<file path="src/design/hsvrgb_pkg.sv">
`default_nettype none

package hsvrgb_pkg;

   // default number of fraction bits (Q1.12)
   localparam int FRAC_BITS_DEF = 12;

   // hue sector codes after the multiply by six
   localparam logic [2:0] SECTOR_0 = 3'd0;
   localparam logic [2:0] SECTOR_1 = 3'd1;
   localparam logic [2:0] SECTOR_2 = 3'd2;
   localparam logic [2:0] SECTOR_3 = 3'd3;
   localparam logic [2:0] SECTOR_4 = 3'd4;
   localparam logic [2:0] SECTOR_5 = 3'd5;
   localparam logic [2:0] SECTOR_6 = 3'd6;

endpackage

`default_nettype wire

</file>
<file path="src/design/hsv_to_rgb_converter_unit.sv">
`default_nettype none
// HSV to RGB converter, Q1.FRAC_BITS fixed point, four register stages.
// An accepted request beat passes through stages 1, 2, 3 and the output register.
// One beat per cycle while not stalled; each stage holds one beat and moves on
// when the stage ahead is empty or moving, so stalls only fill the bubbles.
// Reset (synchronous, active high) clears every stage valid bit.

module hsv_to_rgb_converter_unit
   import hsvrgb_pkg::*;
#(
   parameter int FRAC_BITS = FRAC_BITS_DEF
) (
   input  wire logic               clock,
   input  wire logic               reset,
   input  wire logic               req_valid,
   output logic                    req_stall,
   input  wire logic [FRAC_BITS:0] req_hue,
   input  wire logic [FRAC_BITS:0] req_saturation,
   input  wire logic [FRAC_BITS:0] req_brightness,
   output logic                    rsp_valid,
   input  wire logic               rsp_stall,
   output logic      [FRAC_BITS:0] rsp_red_out,
   output logic      [FRAC_BITS:0] rsp_green_out,
   output logic      [FRAC_BITS:0] rsp_blue_out
);

   localparam int W = FRAC_BITS + 1;
   localparam int PW = 2 * W;
   localparam logic [W-1:0] ONE = {1'b1, {FRAC_BITS{1'b0}}};

   // stage valid bits and load enables
   logic s1_valid_ff, s2_valid_ff, s3_valid_ff, rsp_valid_ff;
   logic load1, load2, load3, load4;

   assign load4 = !rsp_valid_ff || !rsp_stall;
   assign load3 = !s3_valid_ff || load4;
   assign load2 = !s2_valid_ff || load3;
   assign load1 = !s1_valid_ff || load2;

   assign req_stall = !load1;
   assign rsp_valid = rsp_valid_ff;

   always_ff @(posedge clock) begin
      if (reset) begin
         s1_valid_ff  <= 1'b0;
         s2_valid_ff  <= 1'b0;
         s3_valid_ff  <= 1'b0;
         rsp_valid_ff <= 1'b0;
      end else begin
         if (load1) s1_valid_ff  <= req_valid;
         if (load2) s2_valid_ff  <= s1_valid_ff;
         if (load3) s3_valid_ff  <= s2_valid_ff;
         if (load4) rsp_valid_ff <= s3_valid_ff;
      end
   end

   // ---------------- stage 1: clamp, hue times six ----------------
   logic [W-1:0]         hue_sat, sat_sat, bri_sat;
   logic [FRAC_BITS+2:0] hue6;
   logic [2:0]           s1_sector_ff, s1_sector_in;
   logic [FRAC_BITS-1:0] s1_frac_ff, s1_frac_in;
   logic [W-1:0]         s1_sat_ff, s1_bri_ff;

   assign hue_sat = (req_hue > ONE) ? ONE : req_hue;
   assign sat_sat = (req_saturation > ONE) ? ONE : req_saturation;
   assign bri_sat = (req_brightness > ONE) ? ONE : req_brightness;

   // 6h = 4h + 2h
   assign hue6 = {hue_sat, 2'b00} + {1'b0, hue_sat, 1'b0};
   assign s1_sector_in = hue6[FRAC_BITS +: 3];
   assign s1_frac_in   = hue6[FRAC_BITS-1:0];

   always_ff @(posedge clock) begin
      if (load1) begin
         s1_sector_ff <= s1_sector_in;
         s1_frac_ff   <= s1_frac_in;
         s1_sat_ff    <= sat_sat;
         s1_bri_ff    <= bri_sat;
      end
   end

   // ---------------- stage 2: 1-s, 1-s*f, 1-s*(1-f) ----------------
   logic [W-1:0]  one_minus_f;
   logic [PW-1:0] prod_sf, prod_s1f;
   logic [2:0]    s2_sector_ff;
   logic          s2_gray_ff, s2_gray_in;
   logic [W-1:0]  s2_bri_ff;
   logic [W-1:0]  s2_oms_ff, s2_oms_in;
   logic [W-1:0]  s2_omsf_ff, s2_omsf_in;
   logic [W-1:0]  s2_oms1f_ff, s2_oms1f_in;

   assign one_minus_f = ONE - {1'b0, s1_frac_ff};
   assign prod_sf     = PW'(s1_sat_ff) * PW'(s1_frac_ff);
   assign prod_s1f    = PW'(s1_sat_ff) * PW'(one_minus_f);
   assign s2_gray_in  = (s1_sat_ff == '0);
   assign s2_oms_in   = ONE - s1_sat_ff;
   assign s2_omsf_in  = ONE - prod_sf[FRAC_BITS +: W];
   assign s2_oms1f_in = ONE - prod_s1f[FRAC_BITS +: W];

   always_ff @(posedge clock) begin
      if (load2) begin
         s2_sector_ff <= s1_sector_ff;
         s2_gray_ff   <= s2_gray_in;
         s2_bri_ff    <= s1_bri_ff;
         s2_oms_ff    <= s2_oms_in;
         s2_omsf_ff   <= s2_omsf_in;
         s2_oms1f_ff  <= s2_oms1f_in;
      end
   end

   // ---------------- stage 3: products with brightness ----------------
   logic [PW-1:0] prod_a, prod_b, prod_c;
   logic [2:0]    s3_sector_ff;
   logic          s3_gray_ff;
   logic [W-1:0]  s3_bri_ff, s3_pa_ff, s3_pb_ff, s3_pc_ff;

   assign prod_a = PW'(s2_bri_ff) * PW'(s2_oms_ff);
   assign prod_b = PW'(s2_bri_ff) * PW'(s2_omsf_ff);
   assign prod_c = PW'(s2_bri_ff) * PW'(s2_oms1f_ff);

   always_ff @(posedge clock) begin
      if (load3) begin
         s3_sector_ff <= s2_sector_ff;
         s3_gray_ff   <= s2_gray_ff;
         s3_bri_ff    <= s2_bri_ff;
         s3_pa_ff     <= prod_a[FRAC_BITS +: W];
         s3_pb_ff     <= prod_b[FRAC_BITS +: W];
         s3_pc_ff     <= prod_c[FRAC_BITS +: W];
      end
   end

   // ---------------- stage 4: sector routing, output register ----------------
   logic [W-1:0] red_in, green_in, blue_in;
   logic [W-1:0] red_ff, green_ff, blue_ff;

   hsvrgb_sector_mux #(
      .FRAC_BITS (FRAC_BITS)
   ) u_mux (
      .sector (s3_sector_ff),
      .gray   (s3_gray_ff),
      .bri    (s3_bri_ff),
      .pa     (s3_pa_ff),
      .pb     (s3_pb_ff),
      .pc     (s3_pc_ff),
      .red    (red_in),
      .green  (green_in),
      .blue   (blue_in)
   );

   always_ff @(posedge clock) begin
      if (load4) begin
         red_ff   <= red_in;
         green_ff <= green_in;
         blue_ff  <= blue_in;
      end
   end

   assign rsp_red_out   = red_ff;
   assign rsp_green_out = green_ff;
   assign rsp_blue_out  = blue_ff;

endmodule

`default_nettype wire

</file>
<file path="src/design/hsvrgb_sector_mux.sv">
`default_nettype none

module hsvrgb_sector_mux
   import hsvrgb_pkg::*;
#(
   parameter int FRAC_BITS = FRAC_BITS_DEF
) (
   input  wire logic [2:0]         sector,
   input  wire logic               gray,
   input  wire logic [FRAC_BITS:0] bri,
   input  wire logic [FRAC_BITS:0] pa,
   input  wire logic [FRAC_BITS:0] pb,
   input  wire logic [FRAC_BITS:0] pc,
   output logic      [FRAC_BITS:0] red,
   output logic      [FRAC_BITS:0] green,
   output logic      [FRAC_BITS:0] blue
);

   // route brightness and the three products by hue sector
   always_comb begin
      red   = bri;
      green = pc;
      blue  = pa;
      if (gray) begin
         red   = bri;
         green = bri;
         blue  = bri;
      end else begin
         case (sector)
            SECTOR_1: begin
               red = pb; green = bri; blue = pa;
            end
            SECTOR_2: begin
               red = pa; green = bri; blue = pc;
            end
            SECTOR_3: begin
               red = pa; green = pb; blue = bri;
            end
            SECTOR_4: begin
               red = pc; green = pa; blue = bri;
            end
            SECTOR_5: begin
               red = bri; green = pa; blue = pb;
            end
            // sector 0 and full hue (sector 6) share one colour
            default: begin
               red = bri; green = pc; blue = pa;
            end
         endcase
      end
   end

endmodule

`default_nettype wire

</file>
<file path="config.mk">
export PLATFORM = sky130hd
export DESIGN_NAME = hsv_to_rgb_converter_unit
export DESIGN_NICKNAME = d
export VERILOG_FILES = /design/src/design/hsvrgb_pkg.sv /design/src/design/hsv_to_rgb_converter_unit.sv /design/src/design/hsvrgb_sector_mux.sv
export SDC_FILE = /design/constraint.sdc
export NUM_CORES = 2
export LEC_CHECK = 0
export BUFFER_PORTS_ARGS = -buffer_cell sky130_fd_sc_hd__buf_2
export CORE_MARGIN = 2
export CORE_UTILIZATION = 59
export CTS_CLUSTER_DIAMETER = 80
export DETAILED_ROUTE_END_ITERATION = 7
export PLACE_DENSITY = 0.8
export SLEW_MARGIN = 10
export SYNTH_ARGS = -nofsm -noshare
export SYNTH_HDL_FRONTEND = slang
export SYNTH_SLANG_ARGS = --single-unit
</file>
<file path="constraint.sdc">
create_clock -name clock -period 7.7 [get_ports clock]
set_input_delay 2.31 -clock clock [delete_from_list [all_inputs] [get_ports clock]]
set_output_delay 2.31 -clock clock [all_outputs]
set_load 0.02 [all_outputs]
</file>
Word level (Yosys, flattened, before mapping)
Cells that the tools add are included.
{"block": "totals", "word_cells": 63, "regBits": 196}
{"block": "classes", "mux": 7, "n_eq_ne": 5, "n_lt_le_gt_ge": 3, "n_mul": 5, "n_reduce_logical": 15, "addsub": 5}
{"cell": "one-hot mux 13 bit (3 select lines)", "n": 3}
{"cell": "multiplier 13 x 13 -> 25 bit", "n": 4}
{"cell": "two-way mux 13 bit", "n": 4}
{"cell": "> comparator 13 bit (second input constant)", "n": 3}
{"cell": "subtractor 13 bit (first input constant)", "n": 3}
{"cell": "multiplier 13 x 12 -> 25 bit", "n": 1}
{"cell": "adder 15 x 14 -> 15 bit", "n": 1}
{"cell": "logical NOT 13 bit", "n": 1}
{"cell": "subtractor 13 x 12 -> 13 bit (first input constant)", "n": 1}
{"cell": "OR reduction 2 bit", "n": 4}
{"cell": "equality test 3 x 2 -> 1 bit (second input constant)", "n": 2}
{"cell": "equality test 3 bit (second input constant)", "n": 2}
{"cell": "logical NOT 1 bit", "n": 6}
{"cell": "logical OR 1 bit", "n": 4}
{"cell": "equality test 3 x 1 -> 1 bit (second input constant)", "n": 1}

Logic depth before layout (Yosys ltp)
{"block": "depth", "word_depth": 6, "mapped_depth": 32, "mapped_depth_nobuf": 29}

Modules after synthesis
A second synthesis with hierarchy kept.
{"block": "hier_totals", "cells_unflattened": 3559, "hier_area_um2": 33683.6}
{"module": "hsv_to_rgb_converter_unit", "area_each_um2": 32143.3, "instances": 1, "cells_per_inst": 3330, "seq_area_each_um2": 5815.6}
{"module": "hsvrgb_sector_mux", "area_each_um2": 1540.2, "instances": 1, "cells_per_inst": 229, "seq_area_each_um2": 0.0}

Worst setup path before layout
No wires, ideal clock.
{"block": "synth_path", "path_type": "register -> register", "from": "register s1_frac_ff[1]", "to": "register s2_oms1f_ff[12] (data pin)", "t_arrival_ns": 7.008, "path_buffers": 3, "slack_ns": 0.430, "path_stages_with_launch": 28, "setup_time_ns": 0.262, "required_ns": 7.438, "path_cell_list": "edfxtp_1 > clkbuf_1 > clkbuf_1 > inv_1 > ha_1 > nand2_1 > xor2_1 > clkbuf_1 > nand2_1 > fa_1 > fa_1 > fa_1 > inv_1 > fa_1 > inv_1 > fa_1 > inv_1 > ha_1 > a21o_1 > or4_1 > a21oi_2 > nor2_2 > a311oi_2 > nor2_1 > a311oi_1 > mux2_2 > a221oi_2 > xnor2_1"}
{"block": "synth_via", "elab_chain_cells": 3}
{"item": "start, declared", "line_no": "hsv_to_rgb_converter_unit.sv:61", "text": "logic [FRAC_BITS-1:0] s1_frac_ff, s1_frac_in;"}
{"item": "start signal, assigned", "line_no": "hsv_to_rgb_converter_unit.sv:76", "text": "s1_frac_ff <= s1_frac_in;"}
{"item": "subtractor 13 x 12 -> 13 bit", "line_no": "hsv_to_rgb_converter_unit.sv:92", "text": "assign one_minus_f = ONE - {1'b0, s1_frac_ff};"}
{"item": "multiplier 13 x 13 -> 25 bit", "line_no": "hsv_to_rgb_converter_unit.sv:94", "text": "assign prod_s1f = PW'(s1_sat_ff) * PW'(one_minus_f);"}
{"item": "subtractor 13 bit", "line_no": "hsv_to_rgb_converter_unit.sv:98", "text": "assign s2_oms1f_in = ONE - prod_s1f[FRAC_BITS +: W];"}
{"item": "via s2_oms1f_in[12]", "line_no": "hsv_to_rgb_converter_unit.sv:90", "text": "logic [W-1:0] s2_oms1f_ff, s2_oms1f_in;"}
{"item": "end signal, assigned", "line_no": "hsv_to_rgb_converter_unit.sv:107", "text": "s2_oms1f_ff <= s2_oms1f_in;"}
{"item": "end, declared", "line_no": "hsv_to_rgb_converter_unit.sv:90"}
The timed path passes the listed nets, and every way through them passes these cells.
A chain may end at the register's enable or synchronous reset.

Worst setup path after layout
{"block": "layout_path", "from": "register s1_frac_ff[3]", "to": "register s2_oms1f_ff[12] (data pin)"}
Same word-level chain as after synthesis.

==> flow_metrics.py <==
metrics = {
    "clocking": {
        "ctsLongestPathBuffers": 2,
        "cts_buffers": 17,
        "clk_latency_ns": 0.51,
        "cts_tree": "yes",
        "clkSinkCount": 195,
        "htree_levels": 4,
        "path_clk_slew_ns": 0.08,
        "root_buffer": "clkbuf_16",
    },
    "worst_setup_path": {
        "crit_fanout": 8,
        "r2r_start": "s1_frac_ff[3]$_DFFE_PN_",
        "worstPathArrival_ns": 7.61,
        "cpMostUsedCell": "fa_1",
        "r2r-end": "s2_oms1f_ff[12]$_DFFE_PP_",
        "cp-endpoint": "s2_oms1f_ff[12]$_DFFE_PP_",
        "path_class": "flip-flop to flip-flop",
        "path_cells": "nor4_2 -> nand2_1 -> nor3_1 -> xnor2_1 -> buf_4 -> and2_1 -> fa_1 -> fa_1 -> fa_1 -> fa_1 -> inv_1 -> fa_1 -> inv_1 -> ha_1 -> a211oi_1 -> nor2_1 -> or2_2 -> a221oi_4 -> mux2i_1 -> nor4_4 -> o21ai_2 -> mux2_2 -> a221oi_2 -> xnor2_1",
        "cp_data_required_time_ns": 7.96,
        "endpoint_kind": "flip-flop",
        "critical-path-top-delay-family": "adder cells",
        "critPathBufInv": 3,
        "max_stage_delay_ns": 0.59,
        "cp_slowest_cell": "fa_1",
        "r2r_slack_ns": 0.35,
        "reg2reg_depth": 24,
        "crit_start": "s1_frac_ff[3]$_DFFE_PN_",
        "critical_path.startpoint_type": "flip-flop",
        "cp_num_cells": 24,
    },
    "logic_synthesis": {
        "synth_edf_count": 191,
        "yosysSeqAreaShare": 0.173,
        "syn_nets": 4540,
        "ys_seq_elements": 195,
        "yosys_warnings": 0,
        "netlist_area_um2": 33500,
        "synthArstFlopShare": 0,
        "yosys.cell_types.count": 70,
        "syn-mean-instance-area_um2": 9.34,
        "synthCells": 3592,
        "synth_flop_cell": "edfxtp_1",
    },
    "floorplanning": {
        "rows": 87,
        "die_area_um2": 58800,
        "start_util": 0.596,
        "pin_count": 84,
        "core_area_um2": 56300,
        "die_w_um": 242,
        "die_h_um": 242,
    },
    "finish": {
        "finalNetCount": 4525,
        "finalNonFillerCells": 4346,
        "antenna-diode-count": 0,
        "seqCellArea_um2": 5820,
        "syn_to_final_growth_pct": 5.72,
        "final_cell_area_um2": 35500,
        "final_common_cell": "inv_1",
        "multi_input_comb_area_um2": 24400,
        "n_fill_cell": 4481,
        "drive_above_1_share": 0.0621,
        "final_cell_mix": "inv_1 (705), fa_1 (563), nand2_1 (542), ha_1 (342), and2_1 (306)",
    },
    "timing": {
        "layout_min_cycle_time_ns": 7.35,
        "clock_skew_ns": 0.0142,
        "timing.fmax_mhz": 136,
        "timing.hold.ws_ns": 0.414,
        "worstMarginPinSlew_ns": 1.15,
        "fin_tns_setup_ns": 0,
        "report.final.hold_viol_count": 0,
        "setup_viol": 0,
        "final_max_slew_viol_count": 0,
        "maxSlewHeadroom": 0.230,
        "finalCritPeriodShare": 0.954,
    },
    "detailed_routing": {
        "routedWlPerCell_um": 17.3,
        "via_count": 24300,
        "wirelength_mm": 75.2,
        "dr.pass1.iters": 8,
        "drt_iter0_drc": 1722,
        "route.antenna.remaining_nets": 0,
        "drcViolationCount": 4,
        "via_per_inst": 5.58,
    },
    "run_status": {
        "violations": "DRC",
        "status": "finished, violations left",
    },
    "global_route": {
        "grt_first_pass_wirelength_mm": 124,
        "antenna_found_initial": 2,
        "grt_overflow": 0,
        "grt_pass1_vias": 25200,
        "track_usage": 0.266,
        "grt_max_degree": 57,
    },
    "power": {
        "power_per_cell_area_nw_per_um2": 412,
        "ir_worst_vdd_mv": 0.526,
        "leakage_nw": 17.3,
        "p_total_mw": 14.6,
    },
    "placement": {
        "place_area_um2": 34700,
        "port_buffers": 83,
        "place.gp.congestion": 0.925,
        "hpwl_mm": 59.6,
        "place_inst": 4310,
    },
    "run": {
        "maxCapViolCount": 0,
    },
    "hold_path": {
        "hp-class": "flip-flop to flip-flop",
    },
}
## per-stage QoR
| stage | utilization | worst slack [ns] |
|---|---|---|
| 2_1_floorplan | - | 0.430 |
| 3_3_place_gp | 0.617 | 0.450 |
| 3_5_place_dp | 0.617 | 0.210 |
| 4_1_cts | 0.629 | 0.219 |
| 5_1_grt | 0.630 | -0.00971 |
| 6_report | 0.630 | 0.352 |
## power breakdown
group | internal (mW) | switching, mW | total [mW]
sequential | 1.96 | 0.525 | 2.49
combinational | 4.67 | 6.46 | 11.1
clock | 0.475 | 0.501 | 0.976
total | 7.11 | 7.49 | 14.6
## layout make-up
cell class,instances,area share
sequential,195,0.164
tap,756,0.0267
clock buffer,17,0.0120
multi-input combinational,2500,0.689
clock inverter,15,0.00568
inverter,706,0.0747
timing repair buffer,157,0.0282
## layer usage
layer / global-route usage / share of wire / vias to the layer above / routed length [um]
met5: 0 / 0 / - / 0
met4: 0.106 / 0.038 / 0 / 2820
met3: 0.0610 / 0.085 / 205 / 6390
met2: 0.440 / 0.48 / 994 / 35700
met1: 0.340 / 0.40 / 12000 / 30300
li1: - / - / 11100 / -
## worst min path at each step
stage / startpoint / end / slack, ns / cells past startpoint
after floorplan: s1_bri_ff[0]$_SDFFCE_PN0N_ / s2_bri_ff[0]$_DFFE_PP_ / 0.40 / 0
after global placement: s1_bri_ff[3]$_SDFFCE_PN0N_ / s2_bri_ff[3]$_DFFE_PP_ / 0.40 / 0
after detailed placement: s1_bri_ff[6]$_SDFFCE_PN0N_ / s2_bri_ff[6]$_DFFE_PP_ / 0.41 / 0
after CTS: s1_bri_ff[1]$_SDFFCE_PN0N_ / s2_bri_ff[1]$_DFFE_PP_ / 0.41 / 0
after global routing: s1_bri_ff[1]$_SDFFCE_PN0N_ / s2_bri_ff[1]$_DFFE_PP_ / 0.42 / 0
final: s1_bri_ff[1]$_SDFFCE_PN0N_ / s2_bri_ff[1]$_DFFE_PP_ / 0.41 / 0
## cell usage after synthesis (all sizes together) (14+ instances only)
cell / n / area [um^2]
o21ai: 33 / 169
clkbuf: 184 / 691
ha: 342 / 4280
a21o: 17 / 128
o221ai: 28 / 245
nor2b: 50 / 313
mux2i: 18 / 180
a21oi: 96 / 484
o21a: 23 / 173
o31ai: 14 / 105
nor2: 140 / 528
nand2: 543 / 2040
edfxtp: 191 / 5740
nand3: 15 / 75.1
nand2b: 14 / 87.6
o22ai: 14 / 87.6
a22oi: 14 / 105
nor3: 30 / 165
fa: 563 / 11300
inv: 706 / 2650
xor2: 32 / 280
and2: 306 / 1910
xnor2: 89 / 780
## kinds of logic after synthesis
kind of cell / Yosys count / share of synthesized area
AND/OR/NAND/NOR: 1161 / 0.166
adder cells (fa/ha/maj): 905 / 0.464
buffers and inverters: 897 / 0.100
AO/OA/AOI/OAI: 292 / 0.0585
flip-flops: 195 / 0.173
XOR/XNOR: 121 / 0.0316
multiplexers: 21 / 0.00638
## repair_timing
action	4_1_cts	5_1_grt
buffers inserted	0	4
resized for setup	0	7
hold buffers	0	0
endpoints found under the setup margin	0	3
Power figures use the tool's default switching activity.
